--- config.mk ---
export PLATFORM = sky130hd
export DESIGN_NAME = eq_band_picker_top
export DESIGN_NICKNAME = d
export VERILOG_FILES = /design/src/rtl/ebp_pkg.sv /design/src/rtl/ebp_cell.sv /design/src/rtl/ebp_band_fmt.sv /design/src/rtl/eq_band_picker_top.sv
export SDC_FILE = /design/constraint.sdc
export NUM_CORES = 1
export LEC_CHECK = 0
export BUFFER_PORTS_ARGS = -buffer_cell sky130_fd_sc_hd__clkbuf_2
export CAP_MARGIN = 10
export CORE_MARGIN = 10
export CORE_UTILIZATION = 35
export DETAILED_ROUTE_END_ITERATION = 10
export PLACE_DENSITY_LB_ADDON = 0.08
export SYNTH_ARGS = -nofsm -noshare
export SYNTH_HDL_FRONTEND = slang
export SYNTH_SLANG_ARGS = --single-unit
--- constraint.sdc ---
create_clock -name clk -period 8.3 [get_ports clk]
set_clock_uncertainty 0.05 [all_clocks]
set_input_delay 1.245 -clock clk [delete_from_list [all_inputs] [get_ports clk]]
set_output_delay 1.245 -clock clk [all_outputs]
set_load 0.05 [all_outputs]
--- src/rtl/ebp_pkg.sv ---
package ebp_pkg;

    localparam int GAIN_W = 16;
    localparam int FREQ_W = 17;
    localparam int MAG_W  = 17;
    localparam int Q_W    = 11;
    localparam int KIND_W = 2;
    localparam int THR_W  = 15;
    localparam int LIM_W  = 4;

    localparam logic [1:0] REG_PEAK_THRESHOLD = 2'd0;
    localparam logic [1:0] REG_MIN_GAIN       = 2'd1;
    localparam logic [1:0] REG_MAX_BANDS      = 2'd2;

    localparam logic [KIND_W-1:0] KIND_PEAK       = 2'd0;
    localparam logic [KIND_W-1:0] KIND_LOW_SHELF  = 2'd1;
    localparam logic [KIND_W-1:0] KIND_HIGH_SHELF = 2'd2;

    localparam logic [Q_W-1:0]    Q_SHELF       = 11'd179;
    localparam logic [Q_W-1:0]    Q_MIN         = 11'd128;
    localparam logic [Q_W-1:0]    Q_MAX         = 11'd1024;
    localparam logic [15:0]       Q_OFFSET      = 16'd1797;
    localparam logic [15:0]       RECIP_TEN     = 16'd52429;
    localparam int                RECIP_SHIFT   = 19;
    localparam logic [FREQ_W-1:0] LOW_SHELF_HZ  = 17'd200;
    localparam logic [FREQ_W-1:0] HIGH_SHELF_HZ = 17'd10000;

    localparam logic [THR_W-1:0] THR_RESET       = 15'd256;
    localparam logic [THR_W-1:0] MIN_GAIN_RESET  = 15'd256;
    localparam logic [LIM_W-1:0] MAX_BANDS_RESET = 4'd8;

    typedef struct packed {
        logic signed [GAIN_W-1:0] gain;
        logic [FREQ_W-1:0]        freq;
    } band_t;

    typedef struct packed {
        logic insert;
        logic emit_shift;
        logic occupied;
        logic in_range;
    } cell_ctl_t;

    function automatic logic [MAG_W-1:0] gain_mag(input logic signed [GAIN_W-1:0] g);
        logic signed [MAG_W-1:0] w;
        w = {g[GAIN_W-1], g};
        return w[MAG_W-1] ? MAG_W'(-w) : MAG_W'(w);
    endfunction

endpackage

--- src/rtl/ebp_cell.sv ---
module ebp_cell (
    input  logic              clk,
    input  ebp_pkg::cell_ctl_t ctl,
    input  ebp_pkg::band_t     cand,
    input  ebp_pkg::band_t     prev_band,
    input  logic              prev_beat,
    input  ebp_pkg::band_t     next_band,
    output logic              beat,
    output ebp_pkg::band_t     band
);
    import ebp_pkg::*;

    band_t band_reg;
    band_t band_next;

    // an empty cell or a weaker entry loses to the candidate; ties keep the older one
    always_comb
    begin
        beat = !ctl.occupied || (gain_mag(band_reg.gain) < gain_mag(cand.gain));
        band_next = band_reg;
        if (ctl.emit_shift)
        begin
            band_next = next_band;
        end
        else if (ctl.insert && ctl.in_range && beat)
        begin
            band_next = prev_beat ? prev_band : cand;
        end
    end

    always_ff @(posedge clk)
    begin
        band_reg <= band_next;
    end

    assign band = band_reg;

endmodule

--- src/rtl/ebp_band_fmt.sv ---
module ebp_band_fmt (
    input  ebp_pkg::band_t band,
    output logic [ebp_pkg::Q_W-1:0]    q,
    output logic [ebp_pkg::KIND_W-1:0] kind
);
    import ebp_pkg::*;

    logic [15:0] q_num;
    logic [31:0] q_prod;
    logic [12:0] q_raw;

    // divide by ten through the reciprocal, exact over this range
    assign q_num  = Q_OFFSET + 16'(gain_mag(band.gain));
    assign q_prod = 32'(q_num) * 32'(RECIP_TEN);
    assign q_raw  = q_prod[31:RECIP_SHIFT];

    always_comb
    begin
        if (band.freq < LOW_SHELF_HZ)
        begin
            kind = KIND_LOW_SHELF;
            q    = Q_SHELF;
        end
        else if (band.freq > HIGH_SHELF_HZ)
        begin
            kind = KIND_HIGH_SHELF;
            q    = Q_SHELF;
        end
        else
        begin
            kind = KIND_PEAK;
            if (q_raw < 13'(Q_MIN))
            begin
                q = Q_MIN;
            end
            else if (q_raw > 13'(Q_MAX))
            begin
                q = Q_MAX;
            end
            else
            begin
                q = q_raw[Q_W-1:0];
            end
        end
    end

endmodule

--- src/rtl/eq_band_picker_top.sv ---
// eq_band_picker_top: picks parametric eq bands from a correction curve.
// s_axis: one curve point per item, tdata = point_gain, point_freq; tlast = last point.
// m_axis: one band per item, tdata = band_freq, band_gain, band_q;
//   tuser = band_kind, band_valid; tlast = final band of the curve.
// cfg: write channel, cfg_index 0 peak threshold, 1 minimum gain, 2 band limit;
//   cfg_ready is always high, writes take effect on the next item.
// while a curve streams in and no earlier result is still being emitted, one point is
// taken every cycle: the extremum test and the sorted insert into the row of MAX_BANDS
// cells both finish in the accept cycle. after the last point the bands load into the
// output register one per cycle while the receiver keeps up; the row of cells shifts one place
// towards the output for each band loaded, and the input is held until the final band is
// loaded (when no band was found a single empty result goes out).
// the input may take the next curve while the final band still waits in the output.
// when the receiver stalls the output register holds its item and the shift pauses.
// reset clears control state and restores the register defaults at once; the band
// cells need no clearing, so there is no sweep after reset.
module eq_band_picker_top #(
    parameter int MAX_BANDS = 8
) (
    input  logic        clk,
    input  logic        rst_n,
    input  logic        s_tvalid,
    output logic        s_tready,
    input  logic [39:0] s_tdata,   // point_gain[15:0], point_freq[32:16], zero pad
    input  logic        s_tlast,
    output logic        m_tvalid,
    input  logic        m_tready,
    output logic [47:0] m_tdata,   // band_freq[16:0], band_gain[32:17], band_q[43:33], pad
    output logic [2:0]  m_tuser,   // band_kind[1:0], band_valid[2]
    output logic        m_tlast,
    input  logic        cfg_valid,
    output logic        cfg_ready,
    input  logic [1:0]  cfg_index,
    input  logic [14:0] cfg_data
);
    import ebp_pkg::*;

    localparam int CW = $clog2(MAX_BANDS + 1);

    logic [THR_W-1:0] peak_threshold_reg;
    logic [THR_W-1:0] min_gain_reg;
    logic [LIM_W-1:0] max_bands_reg;

    logic signed [GAIN_W-1:0] older_gain_reg;
    logic signed [GAIN_W-1:0] centre_gain_reg;
    logic [FREQ_W-1:0]        centre_freq_reg;
    logic [1:0]               points_seen_reg;
    logic [CW-1:0]            kept_count_reg, kept_count_next;

    logic          emit_reg;
    logic          none_reg;
    logic [CW-1:0] rem_reg;

    logic                 out_valid_reg;
    logic [FREQ_W-1:0]    out_freq_reg;
    logic [GAIN_W-1:0]    out_gain_reg;
    logic [Q_W-1:0]       out_q_reg;
    logic [KIND_W-1:0]    out_kind_reg;
    logic                 out_band_valid_reg;
    logic                 out_last_reg;

    logic                     s_fire;
    logic signed [GAIN_W-1:0] in_gain;
    logic [FREQ_W-1:0]        in_freq;
    logic signed [MAG_W-1:0]  c_ext, o_ext, g_ext, thr_ext;
    logic                     is_peak, is_dip, is_cand;
    logic [CW-1:0]            lim, cnt, count_after;
    logic                     taken;
    logic                     ld;
    band_t                    cand;
    band_t                    bands [MAX_BANDS];
    logic                     beats [MAX_BANDS];
    cell_ctl_t                ctls  [MAX_BANDS];
    logic [Q_W-1:0]           fmt_q;
    logic [KIND_W-1:0]        fmt_kind;

    assign cfg_ready = 1'b1;
    assign s_tready  = !emit_reg;
    assign s_fire    = s_tvalid && s_tready;
    assign in_gain   = s_tdata[15:0];
    assign in_freq   = s_tdata[32:16];

    always_ff @(posedge clk or negedge rst_n)
    begin
        if (!rst_n)
        begin
            peak_threshold_reg <= THR_RESET;
            min_gain_reg       <= MIN_GAIN_RESET;
            max_bands_reg      <= MAX_BANDS_RESET;
        end
        else if (cfg_valid)
        begin
            case (cfg_index)
                REG_PEAK_THRESHOLD: peak_threshold_reg <= cfg_data;
                REG_MIN_GAIN:       min_gain_reg       <= cfg_data;
                REG_MAX_BANDS:      max_bands_reg      <= cfg_data[LIM_W-1:0];
                default:            ;
            endcase
        end
    end

    // effective band limit and the visible part of the table
    always_comb
    begin
        if (max_bands_reg == '0)
        begin
            lim = CW'(1);
        end
        else if (32'(max_bands_reg) > MAX_BANDS)
        begin
            lim = CW'(MAX_BANDS);
        end
        else
        begin
            lim = CW'(max_bands_reg);
        end
        cnt = (kept_count_reg < lim) ? kept_count_reg : lim;
    end

    // strict extremum test on the centre point
    assign c_ext   = {centre_gain_reg[GAIN_W-1], centre_gain_reg};
    assign o_ext   = {older_gain_reg[GAIN_W-1], older_gain_reg};
    assign g_ext   = {in_gain[GAIN_W-1], in_gain};
    assign thr_ext = {2'b00, peak_threshold_reg};
    assign is_peak = (c_ext > o_ext) && (c_ext > g_ext) && (c_ext > thr_ext);
    assign is_dip  = (c_ext < o_ext) && (c_ext < g_ext) && (c_ext < -thr_ext);
    assign is_cand = (points_seen_reg == 2'd2) && (is_peak || is_dip)
                     && (gain_mag(centre_gain_reg) >= {2'b00, min_gain_reg});

    assign cand.gain = centre_gain_reg;
    assign cand.freq = centre_freq_reg;

    assign ld = emit_reg && (!out_valid_reg || m_tready);

    genvar gi;
    generate
        for (gi = 0; gi < MAX_BANDS; gi++)
        begin : g_cell
            assign ctls[gi].insert     = s_fire && is_cand;
            assign ctls[gi].emit_shift = ld && !none_reg;
            assign ctls[gi].occupied   = CW'(gi) < cnt;
            assign ctls[gi].in_range   = CW'(gi) < lim;

            if (gi == 0)
            begin : g_head
                if (MAX_BANDS > 1)
                begin : g_n
                    ebp_cell u_cell (
                        .clk       (clk),
                        .ctl       (ctls[gi]),
                        .cand      (cand),
                        .prev_band (cand),
                        .prev_beat (1'b0),
                        .next_band (bands[gi+1]),
                        .beat      (beats[gi]),
                        .band      (bands[gi])
                    );
                end
                else
                begin : g_one
                    ebp_cell u_cell (
                        .clk       (clk),
                        .ctl       (ctls[gi]),
                        .cand      (cand),
                        .prev_band (cand),
                        .prev_beat (1'b0),
                        .next_band (bands[gi]),
                        .beat      (beats[gi]),
                        .band      (bands[gi])
                    );
                end
            end
            else if (gi == MAX_BANDS - 1)
            begin : g_tail
                ebp_cell u_cell (
                    .clk       (clk),
                    .ctl       (ctls[gi]),
                    .cand      (cand),
                    .prev_band (bands[gi-1]),
                    .prev_beat (beats[gi-1]),
                    .next_band (bands[gi]),
                    .beat      (beats[gi]),
                    .band      (bands[gi])
                );
            end
            else
            begin : g_mid
                ebp_cell u_cell (
                    .clk       (clk),
                    .ctl       (ctls[gi]),
                    .cand      (cand),
                    .prev_band (bands[gi-1]),
                    .prev_beat (beats[gi-1]),
                    .next_band (bands[gi+1]),
                    .beat      (beats[gi]),
                    .band      (bands[gi])
                );
            end
        end
    endgenerate

    // the candidate lands somewhere iff some cell inside the limit loses to it
    always_comb
    begin
        taken = 1'b0;
        for (int i = 0; i < MAX_BANDS; i++)
        begin
            if (ctls[i].in_range && beats[i])
            begin
                taken = 1'b1;
            end
        end
        count_after = cnt;
        if (is_cand && taken)
        begin
            count_after = (cnt < lim) ? cnt + CW'(1) : lim;
        end
        // the count moves only on a candidate or a curve end; a raised limit sees old entries
        kept_count_next = kept_count_reg;
        if (s_fire)
        begin
            if (s_tlast)
            begin
                kept_count_next = '0;
            end
            else if (is_cand)
            begin
                kept_count_next = count_after;
            end
        end
    end

    always_ff @(posedge clk or negedge rst_n)
    begin
        if (!rst_n)
        begin
            older_gain_reg  <= '0;
            centre_gain_reg <= '0;
            centre_freq_reg <= '0;
            points_seen_reg <= '0;
            kept_count_reg  <= '0;
        end
        else
        begin
            kept_count_reg <= kept_count_next;
            if (s_fire)
            begin
                older_gain_reg  <= centre_gain_reg;
                centre_gain_reg <= in_gain;
                centre_freq_reg <= in_freq;
                if (s_tlast)
                begin
                    points_seen_reg <= '0;
                end
                else if (points_seen_reg != 2'd2)
                begin
                    points_seen_reg <= points_seen_reg + 2'd1;
                end
            end
        end
    end

    ebp_band_fmt u_fmt (
        .band (bands[0]),
        .q    (fmt_q),
        .kind (fmt_kind)
    );

    always_ff @(posedge clk or negedge rst_n)
    begin
        if (!rst_n)
        begin
            emit_reg      <= 1'b0;
            none_reg      <= 1'b0;
            rem_reg       <= '0;
            out_valid_reg <= 1'b0;
        end
        else
        begin
            if (s_fire && s_tlast)
            begin
                emit_reg <= 1'b1;
                none_reg <= (count_after == '0);
                rem_reg  <= count_after;
            end
            else if (ld)
            begin
                rem_reg <= rem_reg - CW'(1);
                if (none_reg || rem_reg == CW'(1))
                begin
                    emit_reg <= 1'b0;
                end
            end
            if (ld)
            begin
                out_valid_reg <= 1'b1;
            end
            else if (m_tready)
            begin
                out_valid_reg <= 1'b0;
            end
        end
    end

    always_ff @(posedge clk)
    begin
        if (ld)
        begin
            if (none_reg)
            begin
                out_freq_reg       <= '0;
                out_gain_reg       <= '0;
                out_q_reg          <= '0;
                out_kind_reg       <= KIND_PEAK;
                out_band_valid_reg <= 1'b0;
                out_last_reg       <= 1'b1;
            end
            else
            begin
                out_freq_reg       <= bands[0].freq;
                out_gain_reg       <= bands[0].gain;
                out_q_reg          <= fmt_q;
                out_kind_reg       <= fmt_kind;
                out_band_valid_reg <= 1'b1;
                out_last_reg       <= (rem_reg == CW'(1));
            end
        end
    end

    assign m_tvalid = out_valid_reg;
    assign m_tdata  = {4'b0000, out_q_reg, out_gain_reg, out_freq_reg};
    assign m_tuser  = {out_band_valid_reg, out_kind_reg};
    assign m_tlast  = out_last_reg;

    // the visible table stays sorted strongest first
    generate
        for (gi = 1; gi < MAX_BANDS; gi++)
        begin : g_sorted
            a_sorted: assert property (@(posedge clk) disable iff (!rst_n)
                (CW'(gi) < cnt) |-> (gain_mag(bands[gi-1].gain) >= gain_mag(bands[gi].gain)))
                else $error("band table out of order");
        end
    endgenerate

    a_count_bound: assert property (@(posedge clk) disable iff (!rst_n)
        32'(kept_count_reg) <= MAX_BANDS)
        else $error("kept count beyond table size");

    a_last_starts_emit: assert property (@(posedge clk) disable iff (!rst_n)
        (s_tvalid && s_tready && s_tlast) |=> (emit_reg && !s_tready))
        else $error("last point did not start emission");

    a_empty_is_last: assert property (@(posedge clk) disable iff (!rst_n)
        (m_tvalid && !m_tuser[2]) |-> m_tlast)
        else $error("empty result not marked last");

endmodule
[Yosys cells after proc, flatten, opt, wreduce, memory -nomap -nowiden]
Index checks and enable logic that the tools add are counted.
Cells by class
  add/sub/neg operators: 14
  multiply operators: 1
  magnitude comparators: 38
  eq/ne operators: 5
  mux-type cells: 61
  bitwise operators: 1
  reductions and logical operators: 83
Operators by type and width (number)
  33-bit two-way mux: 21
  17-bit two-way mux: 9
  16-bit negation with 17-bit output: 9
  17-bit < comparator: 8
  16-bit greater-than comparator: 3
  1-bit logical AND: 36
  4-bit two-way mux: 9
  16-bit < comparator: 2
  3-bit by 4-bit < comparator with 1-bit output, first input constant: 8
  16-bit by 16-bit multiplier with 32-bit output, second input constant: 1
  8-bit two-way mux: 3
  2-bit nonzero test: 12
  17-bit by 15-bit greater-or-equal comparator with 1-bit output: 1
  17-bit by 14-bit greater-than comparator with 1-bit output, second input constant: 1
  16-bit by 17-bit < comparator with 1-bit output: 1
  17-bit by 8-bit < comparator with 1-bit output, second input constant: 1
  15-bit negation with 17-bit output: 1
  11-bit by 16-bit adder with 16-bit output, first input constant: 1
  1-bit by 4-bit < comparator with 1-bit output, first input constant: 4
  2-bit by 4-bit < comparator with 1-bit output, first input constant: 4
  1-bit two-way mux: 15
  2-bit AND reduction: 7
  13-bit by 11-bit greater-than comparator with 1-bit output, second input constant: 1
  13-bit by 8-bit < comparator with 1-bit output, second input constant: 1
  other kinds (19): 44
Word-level totals
  register bits: 408
  input port bits: 63
  word-level logic and storage cells: 240

[Depth between registers and ports, before layout]
Gate-level depths: netlist of run 1.
  word-level depth: 21
  depth in mapped cells: 35
  depth with buffers taken out: 34

[Cells and area by module]
From an unflattened synthesis of run 1, not the netlist that was laid out.
Unflattened totals
  cell total of the unflattened synthesis: 3735
  area, all modules: 35378.9 um^2
By module, submodules not included
  ebp_cell at g_cell[0].g_head.g_n.u_cell ...: times used 7, cells an instance 271, area each 2613.8 um^2, sequential area each 991.0 um^2
  eq_band_picker_top: times used 1, cells an instance 867, area each 8493.1 um^2, sequential area each 3847.4 um^2
  ebp_band_fmt: times used 1, cells an instance 700, area each 5999.5 um^2, sequential area each 0.0 um^2
  ebp_cell at g_cell[1].g_mid.u_cell: times used 1, cells an instance 271, area each 2590.0 um^2, sequential area each 991.0 um^2

[Least setup slack after synthesis of run 1]
Ideal clock, no wire load.
  kind: register to register
  from: register g_cell[0].g_head.g_n.u_cell.band_reg, in the netlist g_cell[0].g_head.g_n.u_cell.band[17]
  to: register out_q_reg[1], data pin
  arrival time: 7.839 ns
  data required time: 8.062 ns
  path slack: 0.223 ns
  cell stages (with the launch flop): 36
  path buffers: 1
  clock period less this slack: 8.077 ns
  cell sequence: edfxtp_1 -> inv_1 -> ha_1 -> nor2b_1 -> nand3b_1 -> o31ai_1 -> xor2_1 -> inv_1 -> or3_1 -> o21ai_0 -> nor3_1 -> xnor2_1 -> buf_2 -> inv_1 -> ha_1 -> inv_1 -> ha_1 -> inv_1 -> fa_1 -> inv_1 -> fa_1 -> fa_1 -> inv_1 -> fa_1 -> inv_1 -> ha_1 -> a21oi_1 -> o21ai_0 -> a21o_1 -> a221oi_2 -> a31oi_1 -> a21o_1 -> xor2_1 -> nor4_1 -> nor2_1 -> o41ai_1
On the way
  cells in the longest elaborated chain, start to end: 9
  elaborated cells between the ends (all ways): 10
  those cells by class: 2 x add/sub; 1 x mul; 2 x order compare; 5 x mux
RTL lines
  start, declared: RTL line ebp_cell.sv:13  | band_t band_reg;
  start signal, assigned: RTL line ebp_cell.sv:33  | band_reg <= band_next;
  16-bit negation with 17-bit output
  17-bit two-way mux *: RTL line ebp_pkg.sv:47  | return w[MAG_W-1] ? MAG_W'(-w) : MAG_W'(w);
  11-bit by 16-bit adder with 16-bit output *: RTL line ebp_band_fmt.sv:13  | assign q_num = Q_OFFSET + 16'(gain_mag(band.gain));
  16-bit by 16-bit multiplier with 32-bit output *: RTL line ebp_band_fmt.sv:14  | assign q_prod = 32'(q_num) * 32'(RECIP_TEN);
  13-bit by 11-bit greater-than comparator with 1-bit output: RTL line ebp_band_fmt.sv:36  | else if (q_raw > 13'(Q_MAX))
  11-bit two-way mux: RTL line ebp_band_fmt.sv:36
  8-bit two-way mux *: RTL line ebp_band_fmt.sv:32  | if (q_raw < 13'(Q_MIN))
  8-bit two-way mux *: RTL line ebp_band_fmt.sv:24  | else if (band.freq > HIGH_SHELF_HZ)
  8-bit two-way mux *: RTL line ebp_band_fmt.sv:19  | if (band.freq < LOW_SHELF_HZ)
  end signal, assigned: RTL line eq_band_picker_top.sv:322  | out_q_reg <= fmt_q;
  end, declared: RTL line eq_band_picker_top.sv:57  | logic [Q_W-1:0] out_q_reg;
Every way passes the cells marked *; elsewhere a longest branch is shown, timed or not.
A chain may end at the register's enable or synchronous reset.

[Worst setup path in the final report of run 1]
  from: register g_cell[0].g_head.g_n.u_cell.band_reg, in the netlist g_cell[0].g_head.g_n.u_cell.band[19]
  to: register out_q_reg[0], data pin
The elaborated chain is that of the path after synthesis.

==> results of run 1 <==
[cell families after synthesis]
family | after synthesis
buffers and inverters | 430
other | 2
DFF | 408
muxes | 214
and+or+nand+nor | 972
xor gates and xnor gates | 191
AOI/OAI and AO/OA | 678
adders and majority gates | 427
[synthesized netlist by cell type, types with 35 or more instances]
cell and n:
dfrtp_1 93, o21ai_0 339, ha_1 355, edfxtp_1 312, nor2b_1 46, xor2_1 39, nor2_1 132, mux2_2 50
xnor2_1 150, nor3_1 35, inv_1 266, a21oi_1 102, nand2_1 565, mux2i_1 164, fa_1 71, a31oi_1 38
clkbuf_1 137, a21o_1 45
[final timing paths]
kind	startpoint	end	cells after the start
max in group asynchronous	rst_n	centre_freq_reg[10]$_DFFE_PN0P_	2
worst max-delay path	g_cell[0].g_head.g_n.u_cell.band[19]$_DFFE_PP_	out_q_reg[0]$_SDFFCE_PP0P_	28
worst min-delay path	older_gain_reg[0]$_DFFE_PN0P_	older_gain_reg[0]$_DFFE_PN0P_	2
worst min register to register	older_gain_reg[0]$_DFFE_PN0P_	older_gain_reg[0]$_DFFE_PN0P_	2
worst max register to register	g_cell[0].g_head.g_n.u_cell.band[19]$_DFFE_PP_	out_q_reg[0]$_SDFFCE_PP0P_	28
min in group asynchronous	rst_n	centre_gain_reg[12]$_DFFE_PN0P_	1
[layout by cell type, fill, tap and decap left out, types with 96 or more instances in the layout]
cell      instances
nor2_1          129
xnor2_1         143
mux2i_1         164
inv_1           258
buf_4           132
nand2_1         561
o21ai_0         324
a21oi_1          96
clkbuf_2        104
edfxtp_1        312
ha_1            346
[per-stage QoR]
stage	hold slack, ps	utilization (%)
finish	451	40.7
detailed placement	435	38.1
global placement	426	38.1
global route	469	40.7
floorplan	406	-
CTS	451	40.1
[worst reg2reg max path, delay by kind of cell, from the launching register on]
family	cells	cell delay (ps)
xor+xnor	3	520
compound gates	5	1100
simple gates	8	1940
buf+inv	5	340
fa+ha+maj	7	3270
flops	1	500
[routing by layer]
layer / vias to the layer above / GRT usage (%) / wire (um)
met2: 566 / 32.1 / 47400
met4: 0 / 4.91 / 2380
met3: 123 / 2.93 / 5280
met5: - / 0 / 0
li1: 12000 / - / -
met1: 12300 / 27.7 / 48600
[final cells by class]
class	instances	area share, %
Multi-Input combinational cell	2503	51.6
Sequential cell	408	32.2
Timing Repair Buffer	242	4.39
Tap cell	1176	4.03
Clock buffer	64	3.97
Inverter	268	2.75
Clock inverter	32	1.03
Antenna cell	1	0.00685
[repair_timing]
item / in CTS / in global routing
gates resized for setup: 2 / 77
buffers inserted: 0 / 10
pin swaps: 0 / 42
endpoints found under the setup margin: 10 / 11
==> metrics.yaml, run 1 <==
yosys.area.top_type_share_pct: 29.6
synth_edf_count: 312
ff_latch_area_mm2: 0.0118
cp_max_fo: 6
yosys_warnings: 0
first_global_vias: 25400
grt_first_pass_wirelength_um: 158000
multiInputGateArea_mm2: 0.0189
cpPeakStageDelay_ps: 540
wl_um: 104000
ys_types: 84
setup_tns_ps: 0
ys_seq_area_share_pct: 37.2
final_nets: 3964
die-area_mm2: 0.103
synthMuxAreaShare_pct: 6.97
cts_buffers: 52
core_area_mm2: 0.0899
synthSimpleGateAreaFrac_pct: 13.8
cts_num_sinks: 408
clock_tree.buffer_depth: 3
io_buffers: 105
async_flop_share_pct: 23.5
slew_headroom_pct: 29.1
clk_pin_slew_ps: 60
finalNonFillerCells: 4694
maxCapViolations: 0
tightest_slew_ps: 1060
fin_area_mm2: 0.0366
clock_latency_ps: 610
dpl.hpwl_um: 75600
drv_slew: 0
cp_slowest_cell: "fa_1"
setup_viol: 0
yosys.area_share.adder_pct: 18.6
nFillCells: 8899
crit_buf_inv: 5
syn_area_mm2: 0.0316
setup_slack_ps: 410
largest_reg_flops: 198
layout-drive-gt1-share_pct: 13.4
chipWidth_um: 321
routedWlPerCell_um: 22.1
overflow: 0
area_growth_pct: 15.5
io_pins: 118
fmax_ghz: 0.127
synth-seq-cells: 408
postCtsHoldBufs: 0
crit_family: "adder cells"
min_period_ps: 7890
crit_type: "reg -> reg"
critPathLaunchType: "flop"
crit_required_ps: 8650
cts_tree: "done"
grt_max_degree: 178
synth_area_leaders: "edfxtp_1, ha_1, dfrtp_1, nand2_1, o21ai_0"
die_h_um: 321
clock-root-buffer: "clkbuf_16"
synth-xor-area-share_pct: 5.35
drt-vias-per-instance: 5.34
grt_use_total_pct: 19.9
synth_compound_gate_area_share_pct: 12.9
synth_top_area_cell: "edfxtp_1"
hold_violations: 0
antenna_found_initial: 1
arrival_ps: 8240
hp-class: "reg -> reg"
vias: 25100
reg2reg_slack_ps: 410
pre_cts_slack_ps: -157
fin_crit_sh_pct: 95.1
synth_ff_type: "edfxtp_1"
ant_nets: 0
drcViolationCount: 0
syn_area_per_cell_um2: 9.53
rows: 110
cts_htree_levels: 2
synth_top_family_by_area: "adder cells"
placed_cells: 4588
synthCells: 3322
placed_cell_area_mm2: 0.0342
drt_pass1_iterations: 5
critPathCaptureType: "flop"
drt-initial-drc-count: 1814
gp_congestion: 0.883
outcome: "completed"
start_util_pct: 35.2
Power of run 1 is not shown: default switching activity piles up to over one toggle a cycle in this logic, so the estimate is an artifact.
==> run 2: changes to the inputs <==
--- a/config.mk
+++ b/config.mk
@@ -10,6 +10,7 @@
 export CORE_MARGIN = 10
 export CORE_UTILIZATION = 35
 export DETAILED_ROUTE_END_ITERATION = 10
+export MAX_ROUTING_LAYER = met4
 export PLACE_DENSITY_LB_ADDON = 0.08
 export SYNTH_ARGS = -nofsm -noshare
 export SYNTH_HDL_FRONTEND = slang
==> metrics.yaml, run 2 (same netlist as run 1, synthesis figures left out) <==
crit_end: "out_q_reg[0]$_SDFFCE_PP0P_"
grt_use_met2_pct: 31.3  # -0.79 points
clock_latency_ps: 620  # about the same
clock_tree.buffer_depth: 3  # unchanged
reg2reg_slack_ps: 390  # -20 ps
core_area_mm2: 0.0899  # unchanged
ant_nets: 0  # unchanged
path_common_cell: "fa_1"
cpPeakStageDelay_ps: 550  # about the same
drv_slew: 0  # unchanged
critPathCaptureType: "flop"
cp_max_fo: 4  # -2
vias: 25000  # -0.23%
met3_usage_pct: 3.15  # +0.21 points
tightest_slew_ps: 1360  # +298 ps
clock-root-buffer: "clkbuf_16"
crit_required_ps: 8670  # +20 ps
fmax_ghz: 0.126  # -0.24%
gp_congestion: 0.875  # -0.89%
cts_htree_levels: 2  # unchanged
arrival_ps: 8280  # +40 ps
maxCapViolations: 0  # unchanged
fin_area_mm2: 0.0361  # -1.1%
wl_um: 105000  # +1.0%
hp-class: "reg -> reg"
cp_slowest_cell: "fa_1"
start_util_pct: 35.2  # unchanged
rows: 110  # unchanged
finalNonFillerCells: 4675  # -0.40%
grt_use_met1_pct: 28.1  # +0.44 points
crit_path_start: "g_cell[0].g_head.g_n.u_cell.band[20]$_DFFE_PP_"
setup_viol: 0  # unchanged
die_h_um: 321  # unchanged
r2r_start: "g_cell[0].g_head.g_n.u_cell.band[20]$_DFFE_PP_"
cts_buffers: 48  # -7.7%
drt_pass1_iterations: 5  # unchanged
antenna_found_initial: 3  # +2
nFillCells: 8856  # -0.48%
grt_max_degree: 276  # +55%
slew_headroom_pct: 9.45  # -20 points
drt-vias-per-instance: 5.35  # +0.18%
final_cell_mix: "nand2_1, ha_1, o21ai_0"
first_global_vias: 25300  # -0.59%
worstRegToRegCells: 31  # +11%
worstReg2RegEnd: "out_q_reg[0]$_SDFFCE_PP0P_"
grt.busiest_layer: "met2"
layout-drive-gt1-share_pct: 12.6  # -0.76 points
crit_type: "reg -> reg"
critPathLaunchType: "flop"
io_buffers: 105  # unchanged
min_period_ps: 7910  # +18.9 ps
grt_first_pass_wirelength_um: 159000  # +0.17%
placed_cell_area_mm2: 0.0342  # -0.19%
area_growth_pct: 14.2
placed_cells: 4581  # -0.15%
outcome: "completed"
routedWlPerCell_um: 22.4  # +1.4%
die-area_mm2: 0.103  # unchanged
chipWidth_um: 321  # unchanged
grt_use_total_pct: 20.6  # +0.69 points
final_common_cell: "nand2_1"
cts_num_sinks: 408  # unchanged
dpl.hpwl_um: 75500  # -0.21%
drcViolationCount: 0  # unchanged
clk_pin_slew_ps: 60  # about the same
final_nets: 3948  # -0.40%
hold_violations: 0  # unchanged
cts_tree: "done"
io_pins: 118  # unchanged
drt-initial-drc-count: 1824  # +0.55%
largest_reg_flops: 198  # unchanged
fin_crit_sh_pct: 95.3  # +0.23 points
overflow: 0  # unchanged
run 2: changes by cell type in the layout (fill, tap and decap cells not counted), moves of 4 or more:
cell,delta
buf_4,-8
bufinv_16,-6
clkbuf_1,+5
clkbuf_16,-7
clkbuf_8,+4
inv_1,+4
inv_2,-4
run 2: routing by layer:
| layer | wire (um) | part of all wire, % |
|---|---|---|
| met1 | 49800 | 48 |
| met2 | 46300 | 44 |
| met3 | 5460 | 5.2 |
| met4 | 3130 | 3.0 |
| met5 | 0 | 0 |
run 2: through the flow:
stage / utilization (%) / setup TNS [ps] / hold WS [ps] / setup slack [ps]
after floorplan: - / 0 / 406 / 223
after global routing: 40.2 / -65.1 / 473 / -33.9
final: 40.2 / 0 / 452 / 391
after detailed placement: 38.0 / -145 / 431 / -57.3
after global placement: 38.0 / -29.1 / 423 / -29.1
after CTS: 39.8 / 0 / 445 / 44.0
run 2: worst max-delay path, delay by kind of cell (launching register included):
family	cells	cell delay, ps
AO/OA/AOI/OAI	8	1770
XOR/XNOR	3	560
adder cells (fa/ha/maj)	6	2660
buffers and inverters	7	730
flip-flops	1	400
AND/OR/NAND/NOR	7	1530
run 2: final cells by class:
class	instances	area [um^2]	area share (%)
antenna	1	2.50	0.00692
clock buffer	66	1350	3.73
clock inverter	23	220	0.609
inverter	268	1010	2.78
multi-input combinational	2503	18800	52.1
sequential	408	11800	32.6
tap	1176	1470	4.07
timing repair buffer	230	1490	4.13
run 2: how the worst min path moves through the flow:
| stage | startpoint | to | slack (ps) | cells past startpoint |
|---|---|---|---|---|
| floorplan | older_gain_reg[0]$_DFFE_PN0P_ | older_gain_reg[0]$_DFFE_PN0P_ | 410 | 2 |
| global placement | older_gain_reg[0]$_DFFE_PN0P_ | older_gain_reg[0]$_DFFE_PN0P_ | 420 | 2 |
| detailed placement | older_gain_reg[0]$_DFFE_PN0P_ | older_gain_reg[0]$_DFFE_PN0P_ | 430 | 2 |
| CTS | older_gain_reg[0]$_DFFE_PN0P_ | older_gain_reg[0]$_DFFE_PN0P_ | 440 | 2 |
| global route | min_gain_reg[12]$_DFFE_PN0P_ | min_gain_reg[12]$_DFFE_PN0P_ | 470 | 1 |
| finish | older_gain_reg[0]$_DFFE_PN0P_ | older_gain_reg[0]$_DFFE_PN0P_ | 450 | 2 |
run 2: timing repair:
item / in CTS / in global routing
setup buffers: 0 / 4
pin swaps: 0 / 32
resized for setup: 3 / 65
setup endpoints to repair: 6 / 10
hold buffers: 0 / 0
Power of run 2 is left out for the same reason.
